**src/design/oev_pkg.sv**
```systemverilog
package oev_pkg;

    // Operation codes carried in s_axis_tuser
    localparam logic [1:0] OP_WRITE_LEVEL = 2'd0;
    localparam logic [1:0] OP_SET_DEPTH   = 2'd1;
    localparam logic [1:0] OP_SET_LAST    = 2'd2;
    localparam logic [1:0] OP_VALIDATE    = 2'd3;

    // Order types
    localparam logic [2:0] TYPE_LIMIT      = 3'd0;
    localparam logic [2:0] TYPE_MARKET     = 3'd1;
    localparam logic [2:0] TYPE_IOC        = 3'd2;
    localparam logic [2:0] TYPE_FOK        = 3'd3;
    localparam logic [2:0] TYPE_STOP       = 3'd4;
    localparam logic [2:0] TYPE_STOP_LIMIT = 3'd5;

    // Reject codes
    localparam logic [3:0] REJ_OK           = 4'd0;
    localparam logic [3:0] REJ_ID_ZERO      = 4'd1;
    localparam logic [3:0] REJ_SYMBOL_EMPTY = 4'd2;
    localparam logic [3:0] REJ_QTY_ZERO     = 4'd3;
    localparam logic [3:0] REJ_PRICE        = 4'd4;
    localparam logic [3:0] REJ_LIMIT        = 4'd5;
    localparam logic [3:0] REJ_FOK_SHORT    = 4'd6;
    localparam logic [3:0] REJ_STOP_BUY     = 4'd7;
    localparam logic [3:0] REJ_STOP_SELL    = 4'd8;
    localparam logic [3:0] REJ_SL_BUY       = 4'd9;
    localparam logic [3:0] REJ_SL_SELL      = 4'd10;

    localparam int IN_W  = 192;
    localparam int OUT_W = 72;

    // Input word, lowest field last
    typedef struct packed {
        logic [6:0]         pad;
        logic [6:0]         level_count;
        logic [5:0]         level_index;
        logic signed [31:0] limit_px;
        logic signed [31:0] price;
        logic [31:0]        quantity;
        logic [7:0]         symbol_length;
        logic [63:0]        order_id;
        logic [2:0]         order_type;
        logic               side;
    } t_in_item;

    // Result word, lowest field last
    typedef struct packed {
        logic [1:0]  pad;
        logic [31:0] shortfall;
        logic [32:0] available_quantity;
        logic [3:0]  reject_code;
        logic        accepted;
    } t_out_item;

    typedef struct packed {
        logic clear;
        logic walk;
        logic stop;
        logic out_load;
    } t_dp_cmd;

    typedef struct packed {
        logic clear_last;
        logic code_ok;
        logic is_fok;
        logic is_stop;
        logic walk_done;
        logic out_free;
    } t_dp_sts;

    typedef enum logic [5:0] {
        ST_CLEAR = 6'b000001,
        ST_IDLE  = 6'b000010,
        ST_CHECK = 6'b000100,
        ST_WALK  = 6'b001000,
        ST_STOP  = 6'b010000,
        ST_DONE  = 6'b100000
    } t_state;

endpackage

```
**src/design/oev_ctrl.sv**
```systemverilog
module oev_ctrl (
    input  logic             i_clk,
    input  logic             i_rst_n,
    input  logic             i_accept,
    input  logic [1:0]       i_op,
    input  oev_pkg::t_dp_sts i_sts,
    output oev_pkg::t_dp_cmd o_cmd,
    output logic             o_ready
);
    import oev_pkg::*;

    t_state r_state;
    t_state n_state;

    // Advance the state register
    always_ff @(posedge i_clk) begin
        if (!i_rst_n) begin
            r_state <= ST_CLEAR;
        end else begin
            r_state <= n_state;
        end
    end

    // Sequence clear pass, checks, ladder walk, stop check and result hand-off
    always_comb begin
        n_state = r_state;
        o_cmd   = '0;
        o_ready = 1'b0;
        unique case (r_state)
            ST_CLEAR: begin
                o_cmd.clear = 1'b1;
                if (i_sts.clear_last) begin
                    n_state = ST_IDLE;
                end
            end
            ST_IDLE: begin
                o_ready = 1'b1;
                if (i_accept && i_op == OP_VALIDATE) begin
                    n_state = ST_CHECK;
                end
            end
            ST_CHECK: begin
                if (!i_sts.code_ok) begin
                    n_state = ST_DONE;
                end else if (i_sts.is_fok) begin
                    n_state = ST_WALK;
                end else if (i_sts.is_stop) begin
                    n_state = ST_STOP;
                end else begin
                    n_state = ST_DONE;
                end
            end
            ST_WALK: begin
                o_cmd.walk = 1'b1;
                if (i_sts.walk_done) begin
                    n_state = ST_DONE;
                end
            end
            ST_STOP: begin
                o_cmd.stop = 1'b1;
                n_state    = ST_DONE;
            end
            ST_DONE: begin
                if (i_sts.out_free) begin
                    o_cmd.out_load = 1'b1;
                    n_state        = ST_IDLE;
                end
            end
            default: begin
                n_state = ST_CLEAR;
            end
        endcase
    end

endmodule

```
**config.mk**
```make
export PLATFORM = sky130hd
export DESIGN_NAME = oev_ctrl
export DESIGN_NICKNAME = d
export VERILOG_FILES = /design/src/design/oev_pkg.sv /design/src/design/oev_ctrl.sv
export SDC_FILE = /design/constraint.sdc
export NUM_CORES = 1
export LEC_CHECK = 0
export BUFFER_PORTS_ARGS = -buffer_cell sky130_fd_sc_hd__buf_2
export CAP_MARGIN = 20
export CELL_PAD_IN_SITES_DETAIL_PLACEMENT = 0
export CELL_PAD_IN_SITES_GLOBAL_PLACEMENT = 1
export CORE_AREA = 2 2 39 41
export CTS_CLUSTER_DIAMETER = 60
export CTS_CLUSTER_SIZE = 30
export DETAILED_ROUTE_END_ITERATION = 10
export DIE_AREA = 0 0 41 43
export HOLD_SLACK_MARGIN = 0.12
export PLACE_DENSITY = 0.73
export SLEW_MARGIN = 5
export SYNTH_ARGS = -nofsm -noshare
export SYNTH_HDL_FRONTEND = slang
export SYNTH_SLANG_ARGS = --single-unit
```
**constraint.sdc**
```tcl
create_clock -name i_clk -period 3 [get_ports i_clk]
set_clock_uncertainty 0.1 [all_clocks]
set_input_delay 0.6 -clock i_clk [delete_from_list [all_inputs] [get_ports i_clk]]
set_output_delay 0.6 -clock i_clk [all_outputs]
set_load 0.02 [all_outputs]
```
==> impl_results.md <==
* Startpoint types: flop
* 1st-iter DRT viols at 1
* H-tree depth at 1
* Final nets at 80
* Final Hold Fails at 0
* Worst path arrival time at 1.72 ns
* Cell Chain, Critical Path: or4_4 -> or2_2 -> nor2_1 -> buf_2
* Pwr Density at 483.8 nW/um^2
* # DRC at 0
* ANT cells at 0
* Flop-to-flop setup slack at 1.07 ns
* Syn_nets at 61
* Initial Util at 0.3047
* Largest register FFs at 6
* Core area at 1384 sq um
* Root buf cell: clkbuf_4
* Antenna violations before repair at 0
* Synthesized instance count at 50
* Worst path required time at 2.30 ns
* Min Tclk post-route at 2.422 ns
* # setup viols final at 0
* Die Span Y at 43 microns
* Slowest cell on the critical path: or4_4
* Peak supply drop at 0.1886 mV
* Fmax at 0.4129 GHz
* Vias in the first global route at 388
* Top Registers: r_state x6
* Biggest register: r_state
* Tot Pwr at 0.2554 mW
* Post-CTS repair timing setup buffer count at 0
* TritonCTS buffer count at 3
* Leading post-synthesis cells by cell area: dfxtp_1, inv_1, o21ai_0
* RSZ-0062 raised after global routing: false
* Post-CTS resize count at 0
* Netlist cell types at 30
* Num rows at 14
* Final wirelength at 949 microns
* Top cell type's share of synthesized area at 0.2849
* Routability Congestion at 0.7805
* DP HPWL at 770 microns
* Worst-margin pin slew at 0.5072 ns
* Global-route wire length before repair at 1.628 mm
* Status: finished clean
* WHS at 0.4423 ns
* Register area share after synthesis at 0.2849
* Total track usage at 0.1424
* TritonRoute pass-1 iters at 4
* Register bit total from synthesis at 6
* Crit path buf inv count at 1
* Via count at 426
* IO buf count at 15
* Crit-path max FO at 7
* Yosys warnings at 0
* Clock slew at reported path FFs at 0.04 ns
* Vias per inst at 5.133
* Skew-Pair Late Insertion Delay at 0.24 ns
* Setup_tns at 0 ns
* CP top delay family: simple AND/OR/NAND/NOR gates
* Synth area leader: dfxtp_1
* Period utilisation layout at 0.8073
* Synth Area per Inst at 8.433 sq um
* Post-route ant nets at 0
* WL per Instance at 11.43 microns
* Setup CP Type: reg -> out
* Slew Viols, Final at 0
* Max-cap viol count at 0
* Proportion of layout cells with a drive suffix above 1 at 0.4030
* GRT overflow at 0
* Clock sinks at 6
* CTS Buffer Depth at 2
* HP Class: in -> reg
* Leakage at 0.2457 nW
* Pin count of the biggest net entering global routing at 9
* DIE AREA at 1763 sq um
* Layout overhead on the synthesized area at 25.22%
* Relative slew slack at 0.6588
* CP endpoint kind: primary output
* Boundary pin count at 16
* Mapped Area at 421.7 sq um
* CTS tree: built
* Hold_buf cts at 0
* Final Core Density at 0.3816
* Die Width at 41 microns
* CP max stage delay at 0.54 ns
-- cell usage in the layout (no fill, tap or decap) --
master      n
a311oi_2    1
o221ai_1    1
and3_2      1
nor2_1      2
or3_4       1
nand4_1     1
nor3b_1     2
clkbuf_4    3
or4_4       1
nor4_1      1
nor3_1      2
and3_1      1
dfxtp_1     6
nand2b_1    2
o21ai_0     4
nand3_1     1
a211oi_1    1
or2_4       1
or2_2       1
nor4b_1     1
a31o_2      1
o221a_4     1
o22ai_1     2
o2bb2ai_1   1
and2b_1     1
xnor2_1     1
buf_2      15
nand2_1     3
nand3b_1    1
a21o_2      1
inv_1       6
-- Yosys cell counts, drive strengths merged --
library cell	n
nor2	2
nor4	1
buf	1
or4	1
nand3b	1
xnor2	1
or3	1
nand2	3
o2bb2ai	1
and2b	1
nand4	1
inv	6
nor3b	2
a311oi	1
o221ai	1
nor3	2
and3	2
a31o	1
a21o	1
nand2b	2
o221a	1
nand3	1
a211oi	1
dfxtp	6
or2	2
nor4b	1
o22ai	2
o21ai	4
-- worst paths after layout --
kind                                              start                       to  cells after the start
worst max register to register  r_state[4]$_SDFFE_PN0P_  r_state[1]$_SDFFE_PN0P_                      4
worst max-delay path            r_state[3]$_SDFFE_PN0P_                 o_cmd[0]                      4
worst min-delay path                           i_sts[3]  r_state[4]$_SDFFE_PN0P_                      2
worst min register to register  r_state[3]$_SDFFE_PN0P_  r_state[3]$_SDFFE_PN0P_                      2
-- layout make-up --
type	instances	area, sq um
clock buffer	3	22.52
fill	148	855.8
inverter	6	22.52
multi-input combinational	37	267.8
sequential	6	120.1
tap	16	20.02
timing repair buffer	15	75.07
-- power breakdown --
part	switching [mW]	internal [mW]	total (mW)
Clock	0.0283	0.0452	0.0735
Combinational	0.0447	0.0403	0.0850
Sequential	0.00957	0.0874	0.0969
-- cells by family after synthesis --
| kind of cell | count (synthesis) | share of synthesized area |
|---|---|---|
| buf+inv | 7 | 0.08011 |
| xor+xnor | 1 | 0.02078 |
| compound gates | 13 | 0.2611 |
| flops | 6 | 0.2849 |
| simple gates | 23 | 0.3532 |
-- layer usage --
layer | GRT usage | vias to the layer above | share of wire
li1 | - | 226 | -
met5 | 0 | - | 0
met1 | 0.2019 | 185 | 0.52
met4 | 0.1200 | 0 | 0.016
met3 | 0.03141 | 2 | 0.056
met2 | 0.1719 | 13 | 0.41
-- metrics by stage --
stage	setup slack [ns]	instance area [sq um]	std cells
final	0.5780	528.0	83
after global routing	0.4480	528.0	83
after CTS	0.5605	528.0	83
after detailed placement	0.8306	505.5	80
after global placement	0.8542	505.5	80
after floorplan	0.8009	421.7	50
(Power assumes the default switching activity.)
